==> config.mk <==
export PLATFORM = sky130hd
export DESIGN_NAME = array_list_sort_search_engine_top
export DESIGN_NICKNAME = d
export VERILOG_FILES = /design/src/rtl/alsse_pkg.sv /design/src/rtl/array_list_sort_search_engine_top.sv
export SDC_FILE = /design/constraint.sdc
export NUM_CORES = 2
export LEC_CHECK = 0
export BUFFER_PORTS_ARGS = -buffer_cell sky130_fd_sc_hd__clkbuf_2
export CAP_MARGIN = 20
export CORE_MARGIN = 1
export CORE_UTILIZATION = 55
export CTS_BUF_LIST = sky130_fd_sc_hd__clkbuf_8
export CTS_CLUSTER_DIAMETER = 150
export DETAILED_ROUTE_END_ITERATION = 8
export HOLD_SLACK_MARGIN = 0.02
export PLACE_DENSITY = 0.78
export SETUP_SLACK_MARGIN = 0.1
export SYNTH_ARGS = -nofsm -noshare
export SYNTH_HDL_FRONTEND = slang
export SYNTH_SLANG_ARGS = --single-unit
==> constraint.sdc <==
create_clock -name clock -period 6.15 [get_ports clock]
set_input_delay 1.23 -clock clock [delete_from_list [all_inputs] [get_ports clock]]
set_output_delay 1.23 -clock clock [all_outputs]
set_load 0.01 [all_outputs]
==> src/rtl/alsse_pkg.sv <==
// ----------------------------------------------------------------------------
// alsse_pkg
// Types and codes shared by the ordered list engine and its checker.
// ----------------------------------------------------------------------------
package alsse_pkg;

   localparam int DEPTH_DEFAULT = 64;

   typedef enum logic [2:0] {
      OP_CLEAR  = 3'd0,
      OP_APPEND = 3'd1,
      OP_READ   = 3'd2,
      OP_SEARCH = 3'd3,
      OP_SORT   = 3'd4,
      OP_INSERT = 3'd5,
      OP_DELETE = 3'd6,
      OP_NONE   = 3'd7
   } opcode_type;

   typedef enum logic [1:0] {
      ST_OK        = 2'd0,
      ST_BAD_POS   = 2'd1,
      ST_FULL      = 2'd2,
      ST_NOT_FOUND = 2'd3
   } status_type;

   typedef struct packed {
      opcode_type         opcode;
      logic signed [31:0] operand_value;
      logic [6:0]         position;
   } req_type;

   typedef struct packed {
      status_type         status;
      logic signed [31:0] element_value;
      logic [5:0]         element_index;
      logic [6:0]         entry_count;
      logic               last;
   } rsp_type;

endpackage

==> src/rtl/array_list_sort_search_engine_top.sv <==
// ----------------------------------------------------------------------------
// array_list_sort_search_engine_top
// Ordered list of signed words in one memory, worked by a small sequencer.
// ----------------------------------------------------------------------------
// clear/append/errors answer the cycle after the request beat; read-out and search
// walk the list one entry at a time (one memory read port); insert/delete shift
// the moved entries one at a time; sort runs bubble passes, comparing each
// adjacent pair and swapping it when out of order.
// one item at a time, req_ready low while busy.
// reset: synchronous, clears the count and sequencer; memory needs no clearing.
module array_list_sort_search_engine_top #(
   parameter int DEPTH = alsse_pkg::DEPTH_DEFAULT
) (
   input  logic               clock,
   input  logic               reset,
   input  logic               req_valid,
   output logic               req_ready,
   input  alsse_pkg::req_type req_data,
   output logic               rsp_valid,
   input  logic               rsp_ready,
   output alsse_pkg::rsp_type rsp_data
);
   localparam int AW = $clog2(DEPTH);

   typedef enum logic [7:0] {
      S_IDLE  = 8'b0000_0001,
      S_RD    = 8'b0000_0010,
      S_RDW   = 8'b0000_0100,
      S_SCH   = 8'b0000_1000,
      S_SWA   = 8'b0001_0000,
      S_SWB   = 8'b0010_0000,
      S_SHIFT = 8'b0100_0000,
      S_OUT   = 8'b1000_0000
   } state_type;

   // read phase, then compare/write phase for each walk step
   state_type          state_ff, state_in;
   alsse_pkg::req_type req_ff, req_in;
   logic [6:0]         count_ff, count_in;
   logic [6:0]         idx_ff, idx_in;
   logic [6:0]         lim_ff, lim_in;
   logic               found_ff, found_in;
   logic signed [31:0] held_ff, held_in;
   logic               rv_ff, rv_in;
   alsse_pkg::rsp_type rsp_ff, rsp_in;

   logic [31:0]        mem [DEPTH];
   logic [31:0]        rd_ff;
   logic [AW-1:0]      rd_addr;
   logic               wr_en;
   logic [AW-1:0]      wr_addr;
   logic [31:0]        wr_data;

   always_ff @(posedge clock) begin
      if (wr_en) begin
         mem[wr_addr] <= wr_data;
      end
      rd_ff <= mem[rd_addr];
   end

   assign req_ready = (state_ff == S_IDLE) && !rv_ff;
   assign rsp_valid = rv_ff;
   assign rsp_data  = rsp_ff;

   function automatic alsse_pkg::rsp_type mk(alsse_pkg::status_type s,
         logic [31:0] v, logic [6:0] i, logic [6:0] c, logic l);
      alsse_pkg::rsp_type r;
      r.status = s; r.element_value = v; r.element_index = i[5:0];
      r.entry_count = c; r.last = l;
      return r;
   endfunction

   always_comb begin
      state_in = state_ff; req_in = req_ff; count_in = count_ff;
      idx_in = idx_ff; lim_in = lim_ff; found_in = found_ff;
      held_in = held_ff; rv_in = rv_ff; rsp_in = rsp_ff;
      rd_addr = idx_ff[AW-1:0]; wr_en = 1'b0; wr_addr = idx_ff[AW-1:0];
      wr_data = held_ff;
      if (rv_ff && rsp_ready) begin
         rv_in = 1'b0;
      end
      case (state_ff)
         S_IDLE: begin
            if (req_valid && req_ready) begin
               req_in = req_data;
               idx_in = '0;
               found_in = 1'b0;
               case (req_data.opcode)
                  alsse_pkg::OP_CLEAR: begin
                     count_in = '0;
                     rsp_in = mk(alsse_pkg::ST_OK, '0, '0, '0, 1'b1);
                     rv_in = 1'b1;
                  end
                  alsse_pkg::OP_APPEND: begin
                     if (count_ff >= 7'(DEPTH)) begin
                        rsp_in = mk(alsse_pkg::ST_FULL, '0, '0, count_ff, 1'b1);
                     end else begin
                        wr_en = 1'b1; wr_addr = count_ff[AW-1:0];
                        wr_data = req_data.operand_value;
                        count_in = count_ff + 7'd1;
                        rsp_in = mk(alsse_pkg::ST_OK, req_data.operand_value,
                                    count_ff, count_ff + 7'd1, 1'b1);
                     end
                     rv_in = 1'b1;
                  end
                  alsse_pkg::OP_READ, alsse_pkg::OP_SEARCH: begin
                     if (count_ff == '0) begin
                        rsp_in = (req_data.opcode == alsse_pkg::OP_READ) ?
                           mk(alsse_pkg::ST_OK, '0, '0, '0, 1'b1) :
                           mk(alsse_pkg::ST_NOT_FOUND, '0, '0, '0, 1'b1);
                        rv_in = 1'b1;
                     end else begin
                        state_in = S_RD;
                     end
                  end
                  alsse_pkg::OP_SORT: begin
                     if (count_ff < 7'd2) begin
                        rsp_in = mk(alsse_pkg::ST_OK, '0, '0, count_ff, 1'b1);
                        rv_in = 1'b1;
                     end else begin
                        lim_in = count_ff - 7'd1;
                        state_in = S_SWA;
                     end
                  end
                  alsse_pkg::OP_INSERT: begin
                     if (req_data.position > count_ff) begin
                        rsp_in = mk(alsse_pkg::ST_BAD_POS, '0, '0, count_ff, 1'b1);
                        rv_in = 1'b1;
                     end else if (count_ff >= 7'(DEPTH)) begin
                        rsp_in = mk(alsse_pkg::ST_FULL, '0, '0, count_ff, 1'b1);
                        rv_in = 1'b1;
                     end else begin
                        idx_in = count_ff;
                        state_in = S_SHIFT;
                     end
                  end
                  alsse_pkg::OP_DELETE: begin
                     if (req_data.position >= count_ff) begin
                        rsp_in = mk(alsse_pkg::ST_BAD_POS, '0, '0, count_ff, 1'b1);
                        rv_in = 1'b1;
                     end else begin
                        idx_in = req_data.position;
                        state_in = S_SHIFT;
                     end
                  end
                  default: ;
               endcase
            end
         end
         S_RD: begin
            // address idx presented, data in rd_ff next cycle
            state_in = (req_ff.opcode == alsse_pkg::OP_READ) ? S_RDW : S_SCH;
         end
         S_RDW: begin
            if (!rv_ff) begin
               rsp_in = mk(alsse_pkg::ST_OK, rd_ff, idx_ff, count_ff,
                           idx_ff + 7'd1 == count_ff);
               rv_in = 1'b1;
               idx_in = idx_ff + 7'd1;
               state_in = (idx_ff + 7'd1 == count_ff) ? S_OUT : S_RD;
            end
         end
         S_SCH: begin
            if (idx_ff + 7'd1 == count_ff) begin
               // final compare: hold until output slot free
               if (!rv_ff) begin
                  if (rd_ff == req_ff.operand_value) begin
                     rsp_in = mk(alsse_pkg::ST_OK, rd_ff, idx_ff, count_ff, 1'b1);
                  end else if (found_ff) begin
                     // a match was held back; emit it as last
                     rsp_in = mk(alsse_pkg::ST_OK, held_ff, lim_ff, count_ff, 1'b1);
                  end else begin
                     rsp_in = mk(alsse_pkg::ST_NOT_FOUND, '0, '0, count_ff, 1'b1);
                  end
                  if (rd_ff == req_ff.operand_value && found_ff) begin
                     rsp_in = mk(alsse_pkg::ST_OK, held_ff, lim_ff, count_ff, 1'b0);
                     lim_in = idx_ff; held_in = rd_ff;
                     state_in = S_OUT; found_in = 1'b1;
                     idx_in = 7'd127;
                  end else begin
                     state_in = S_OUT; found_in = 1'b0;
                  end
                  rv_in = 1'b1;
               end
            end else if (rd_ff == req_ff.operand_value) begin
               // hold one match back so the last flag can be set later
               if (!found_ff) begin
                  found_in = 1'b1; held_in = rd_ff; lim_in = idx_ff;
                  idx_in = idx_ff + 7'd1; state_in = S_RD;
               end else if (!rv_ff) begin
                  rsp_in = mk(alsse_pkg::ST_OK, held_ff, lim_ff, count_ff, 1'b0);
                  rv_in = 1'b1;
                  held_in = rd_ff; lim_in = idx_ff;
                  idx_in = idx_ff + 7'd1; state_in = S_RD;
               end
            end else begin
               idx_in = idx_ff + 7'd1; state_in = S_RD;
            end
         end
         S_SWA: begin
            // read entry idx (held), then entry idx+1
            if (!found_ff) begin
               found_in = 1'b1;
            end else begin
               held_in = rd_ff;
               found_in = 1'b0;
               rd_addr = AW'(idx_ff + 7'd1);
               state_in = S_SWB;
            end
         end
         S_SWB: begin
            if (!found_ff) begin
               rd_addr = AW'(idx_ff + 7'd1);
               found_in = 1'b1;
            end else begin
               found_in = 1'b0;
               if ($signed(held_ff) > $signed(rd_ff)) begin
                  wr_en = 1'b1; wr_addr = idx_ff[AW-1:0]; wr_data = rd_ff;
                  held_in = held_ff;
                  idx_in = idx_ff + 7'd1;
               end else begin
                  idx_in = idx_ff + 7'd1;
               end
               // pending high write goes to idx+1 next
               state_in = S_SWB;
               if ($signed(held_ff) > $signed(rd_ff)) begin
                  found_in = 1'b1; // re-enter with swap pending
                  state_in = S_SHIFT;
               end else if (idx_ff + 7'd1 >= lim_ff) begin
                  state_in = S_SWA; idx_in = '0;
                  lim_in = lim_ff - 7'd1;
                  if (lim_ff == 7'd1) begin
                     rsp_in = mk(alsse_pkg::ST_OK, '0, '0, count_ff, 1'b1);
                     rv_in = 1'b1; state_in = S_OUT; idx_in = 7'd127;
                  end
               end else begin
                  held_in = rd_ff;
               end
            end
         end
         S_SHIFT: begin
            if (req_ff.opcode == alsse_pkg::OP_SORT) begin
               // finish swap: larger value lands at idx
               wr_en = 1'b1; wr_addr = idx_ff[AW-1:0]; wr_data = held_ff;
               found_in = 1'b0;
               if (idx_ff >= lim_ff) begin
                  idx_in = '0; lim_in = lim_ff - 7'd1; state_in = S_SWA;
                  if (lim_ff == 7'd1) begin
                     rsp_in = mk(alsse_pkg::ST_OK, '0, '0, count_ff, 1'b1);
                     rv_in = 1'b1; state_in = S_OUT; idx_in = 7'd127;
                  end
               end else begin
                  state_in = S_SWB;
               end
            end else if (req_ff.opcode == alsse_pkg::OP_INSERT) begin
               if (idx_ff == req_ff.position) begin
                  wr_en = 1'b1; wr_data = req_ff.operand_value;
                  count_in = count_ff + 7'd1;
                  rsp_in = mk(alsse_pkg::ST_OK, req_ff.operand_value, idx_ff,
                              count_ff + 7'd1, 1'b1);
                  rv_in = 1'b1; state_in = S_OUT; idx_in = 7'd127;
               end else begin
                  rd_addr = AW'(idx_ff - 7'd1);
                  if (!found_ff) begin
                     found_in = 1'b1;
                  end else begin
                     wr_en = 1'b1; wr_data = rd_ff;
                     found_in = 1'b0; idx_in = idx_ff - 7'd1;
                  end
               end
            end else begin
               // delete: first read captures the removed entry
               if (!found_ff) begin
                  found_in = 1'b1;
                  lim_in = 7'd0;
               end else if (lim_ff == 7'd0) begin
                  held_in = rd_ff; lim_in = 7'd1;
                  if (idx_ff + 7'd1 >= count_ff) begin
                     count_in = count_ff - 7'd1;
                     rsp_in = mk(alsse_pkg::ST_OK, rd_ff, req_ff.position,
                                 count_ff - 7'd1, 1'b1);
                     found_in = 1'b0;
                     rv_in = 1'b1; state_in = S_OUT; idx_in = 7'd127;
                  end
               end else begin
                  rd_addr = AW'(idx_ff + 7'd1);
                  if (lim_ff == 7'd1) begin
                     lim_in = 7'd2;
                  end else begin
                     wr_en = 1'b1; wr_data = rd_ff; lim_in = 7'd1;
                     idx_in = idx_ff + 7'd1;
                     if (idx_ff + 7'd2 >= count_ff) begin
                        count_in = count_ff - 7'd1;
                        rsp_in = mk(alsse_pkg::ST_OK, held_ff, req_ff.position,
                                    count_ff - 7'd1, 1'b1);
                        found_in = 1'b0;
                        rv_in = 1'b1; state_in = S_OUT; idx_in = 7'd127;
                     end
                  end
               end
            end
         end
         S_OUT: begin
            if (idx_ff != 7'd127 || !found_ff) begin
               if (!rv_in) begin
                  state_in = S_IDLE;
               end
            end else if (!rv_ff) begin
               rsp_in = mk(alsse_pkg::ST_OK, held_ff, lim_ff, count_ff, 1'b1);
               rv_in = 1'b1; found_in = 1'b0;
            end
         end
         default: state_in = S_IDLE;
      endcase
   end

   always_ff @(posedge clock) begin
      if (reset) begin
         state_ff <= S_IDLE;
         count_ff <= '0;
         rv_ff    <= 1'b0;
         found_ff <= 1'b0;
      end else begin
         state_ff <= state_in;
         count_ff <= count_in;
         rv_ff    <= rv_in;
         found_ff <= found_in;
      end
      req_ff  <= req_in;
      idx_ff  <= idx_in;
      lim_ff  <= lim_in;
      held_ff <= held_in;
      rsp_ff  <= rsp_in;
   end

endmodule

==> Flow_metrics.wiki <==
{| class="wikitable"
! Metric !! Value
|-
| Pwr per Cell Area || 471 nW/um2
|-
| Synth-to-Final Area Change || 12.0%
|-
| Cell area after synthesis || 95600 um2
|-
| Post-CTS setup-driven buffer insertion count || 0
|-
| GR Util met1 || 0.436
|-
| CP Capture Type || register
|-
| Std-Cell Core Area || 172000 um2
|-
| Port Buffers || 95
|-
| Pin count of the biggest net entering global routing || 176
|-
| CP cell instances || xnor2_1 > nand4_1 > nor2_1 > clkinv_1 > ha_1 > o21ai_1 > o22a_4 > buf_12 > buf_4 > buf_4 > nand2_1 > a21oi_1 > or3_1 > o21ai_0 > nor4_1 > and4_1
|-
| Number of sinks handled by clock tree synthesis || 2233
|-
| Slowest stage delay, CP || 0.77 ns
|-
| Final antenna-violating net count || 0
|-
| Fin Setup TNS || 0 ns
|-
| Maximum fanout along the worst path || 66
|-
| Final non-filler cell area || 107000 um2
|-
| Combinational family with the most area after synthesis || simple AND/OR/NAND/NOR gates
|-
| Placed wire-length estimate || 173 mm
|-
| Lkg Pwr || 0.0367 uW
|-
| Number of max-cap violations || 0
|-
| Number of top-level design ports || 96
|-
| Tightest hold margin || 0.352 ns
|-
| Average via count per standard cell || 6.62
|-
| DRT Pass-1 Iters || 7
|-
| Share of flip-flops with an asynchronous set or reset after synthesis || 0
|-
| Final period util || 0.954
|-
| Post-Synth XOR/XNOR Area || 0.00623
|-
| Adder-cell share of the synthesized area || 0.0105
|-
| Cell row count || 152
|-
| Most used flip-flop cell after synthesis || edfxtp_1
|-
| Number of distinct standard cells referenced by the synthesized netlist || 85
|-
| Count of pins over their slew limit || 0
|-
| Total clock buffers created by CTS || 356
|-
| Class of the tightest hold or removal check || in -> reg
|-
| Worst path most repeated cell || buf_4
|-
| Endpoint arrival time on the critical path || 6.83 ns
|-
| Worst EP required || 7.11 ns
|-
| RSZ-0062 raised after global routing || false
|-
| Average wire length per cell after detail routing || 27.9 um
|-
| Area post-placement || 101000 um2
|-
| Sequential fraction of the synthesis area || 0.697
|-
| H-Tree Level Count || 5
|-
| Skew final || 0.0971 ns
|-
| Die ar. || 175000 um2
|-
| Total grt overflow || 0
|-
| Slowest stage cell on the critical path || nor4_1
|-
| Post-synthesis simple-gate area fraction || 0.152
|-
| Post-synth EDFFs || 2184
|-
| Clk Latency, worst-skew pair || 1.11 ns
|-
| Wire length of the first global-routing pass || 428 mm
|-
| Worst slew margin relative to its limit || 0.201
|-
| Drt initial violations || 10900
|-
| Die height || 419 um
|-
| Met3 demand-to-capacity share in global routing || 0.0850
|-
| Clock Tree Buf Depth || 4
|-
| Post-CTS Hold Buffers || 0
|-
| Clock period minus final worst setup slack || 5.87 ns
|-
| CTS tree || built
|-
| VDD IR-drop max || 0.954 mV
|-
| Total routed wirelength || 294 mm
|-
| Synth Net Count || 7907
|-
| Fmax achieved || 0.170 GHz
|-
| Clock slew at reported path FFs || 0.06 ns
|-
| Post-synthesis mux area share || 0.00941
|-
| Initial core utilization || 0.555
|-
| Fraction of final layout cells with drive strength greater than 1 || 0.123
|-
| Cell at the root of the clock tree || clkbuf_8
|-
| GRT busiest layer || met2
|-
| Slew at the pin with the worst max-slew slack || 1.20 ns
|-
| Initial antenna violation count || 21
|-
| Instance count of the mapped netlist || 7781
|-
| Outcome || finished, final reports clean
|-
| Met2 Track Usage GR || 0.496
|-
| Synth Register Bits || 2233
|-
| Routability Congestion || 0.996
|-
| Kind of start point of the critical path || register
|-
| Via count of the routed design || 69800
|-
| WS Path Type || reg -> reg
|-
| Count of final hold-check violations || 0
|-
| Compound-Gate Fraction of Synth Area || 0.0968
|-
| Number of nets in the final layout || 8108
|-
| Horizontal extent of the die || 419 um
|-
| Total setup violations reported at the end of the flow || 0
|-
| Synthesized area divided by synthesized cell count || 12.3 um2
|-
| Yosys warning total || 0
|-
| Overall Global Routing Usage || 0.331
|-
| Via count of the first global-routing pass || 66500
|-
| Fraction of the core area covered by cells at the end of the flow || 0.622
|-
| DRC || 0
|}
-- worst paths after layout --
check          startpoint           to  slack (ns)  depth (start not counted)
max             idx_ff[0]    rd_ff[10]        0.28                         16
min reg2reg   rsp_data[1]  rsp_data[1]        0.59                          2
max reg2reg     idx_ff[0]    rd_ff[10]        0.28                         16
min          req_data[19]   req_ff[19]        0.35                          1
-- where the power goes --
part,internal (uW),switching [uW],total (uW)
clock,5620,5710,11300
sequential,18000,771,18700
combinational,5830,14500,20300
-- synth_stat cells (6+ instances only) --
cell / instances / area (um2)
edfxtp_1: 2184 / 65600
nand2_1: 1607 / 6030
nand3_1: 999 / 5000
a21oi_1: 566 / 2830
clkbuf_1: 352 / 1320
nor2_1: 249 / 935
a31oi_1: 155 / 970
buf_2: 152 / 761
and3_1: 147 / 920
a221oi_1: 139 / 1220
a22oi_1: 101 / 758
o21ai_0: 94 / 470
ha_1: 80 / 1000
inv_1: 64 / 240
mux2i_1: 55 / 551
nor4_1: 53 / 332
o211ai_1: 51 / 383
o221ai_1: 50 / 438
dfxtp_1: 49 / 981
o22ai_1: 47 / 294
buf_1: 45 / 169
a311oi_1: 39 / 342
or3_1: 39 / 244
xor2_1: 37 / 324
and4_1: 34 / 298
nor3_1: 32 / 160
mux2_2: 31 / 349
xnor2_1: 31 / 272
a31o_1: 30 / 263
o31ai_1: 28 / 210
nand4_1: 21 / 131
a21o_1: 20 / 150
nor2b_1: 20 / 125
a211oi_1: 16 / 120
buf_4: 15 / 113
nand2b_1: 13 / 81.3
o21a_1: 10 / 75.1
a32oi_1: 9 / 78.8
and2_1: 9 / 56.3
o21ai_1: 8 / 40.0
a221o_1: 7 / 70.1
o21bai_1: 6 / 45.0
-- per-layer routing --
layer | wire length [um] | vias to the layer above
met5 | 13 | -
li1 | - | 29700
met1 | 103000 | 33700
met4 | 18000 | 2
met3 | 40800 | 922
met2 | 132000 | 5451
-- sequential cells by signal, summed over array words and instances (netlist names), 7 cells and up --
signal and cells:
mem 2048, rsp_data 48, req_ff 42, held_ff 32, rd_ff 32, state_ff 8, count_ff 7, idx_ff 7
lim_ff 7
-- per-stage QoR --
| stage | power (uW) | std cells | setup slack [ns] |
|---|---|---|---|
| after global routing | 52200 | 10500 | 0.211 |
| after floorplan | 30700 | 7781 | 0.336 |
| after detailed placement | 38600 | 9933 | 0.313 |
| final | 50400 | 10600 | 0.282 |
| after CTS | 49700 | 10500 | 0.290 |
| after global placement | 38100 | 9932 | 0.383 |
-- layout make-up --
class,instances,area (um2)
sequential,2233,66600
clock buffer,368,5060
inverter,68,255
fill,12300,65100
timing repair buffer,415,3610
multi-input combinational,4908,27600
antenna,18,45.0
tap,2310,2890
clock inverter,230,1010
-- placed cells by master (no fill, tap or decap), types with 21 or more instances in the layout --
cell type,netlist,routed
edfxtp_1,2184,2184
and3_1,147,146
mux2_2,31,31
nand4_1,21,21
clkinv_1,4,86
clkbuf_2,3,95
nor2_1,249,176
xor2_1,37,37
o21ai_0,94,94
o31ai_1,28,28
or3_1,39,39
xnor2_1,31,31
mux2i_1,55,55
nor3_1,32,27
nor2_4,1,70
nand2_1,1607,1605
clkinv_2,0,24
o22ai_1,47,47
clkbuf_8,0,368
a31o_1,30,30
a21oi_1,566,565
and4_1,34,34
o211ai_1,51,51
o221ai_4,0,33
nand3_1,999,998
buf_12,0,59
ha_1,80,80
a221oi_1,139,139
inv_1,64,175
buf_4,15,259
nor4_1,53,42
dfxtp_1,49,49
a22oi_1,101,101
a311oi_1,39,39
a31oi_1,155,155
-- cells by family (layout without fill, tap and decap cells) --
kind of cell | after synthesis | count (layout)
xor gates and xnor gates | 68 | 68
and+or+nand+nor | 3250 | 3250
other | 0 | 18
DFF | 2233 | 2233
muxes | 86 | 86
AOI/OAI and AO/OA | 1424 | 1424
adders and majority gates | 80 | 80
buffers and inverters | 640 | 1081
-- repair_timing --
action,in CTS,in global routing
endpoints found under the hold margin,0,0
resized for setup,0,1
endpoints found under the setup margin,0,1
-- critical path: cells and delay by family (launching register included) --
family | cells | cell delay [ns]
AOI/OAI and AO/OA | 4 | 1.02
and+or+nand+nor | 6 | 2.19
adders and majority gates | 1 | 0.30
DFF | 1 | 0.63
buffers and inverters | 4 | 1.19
xor gates and xnor gates | 1 | 0.31
No activity file was read; power rests on OpenSTA's default activity.
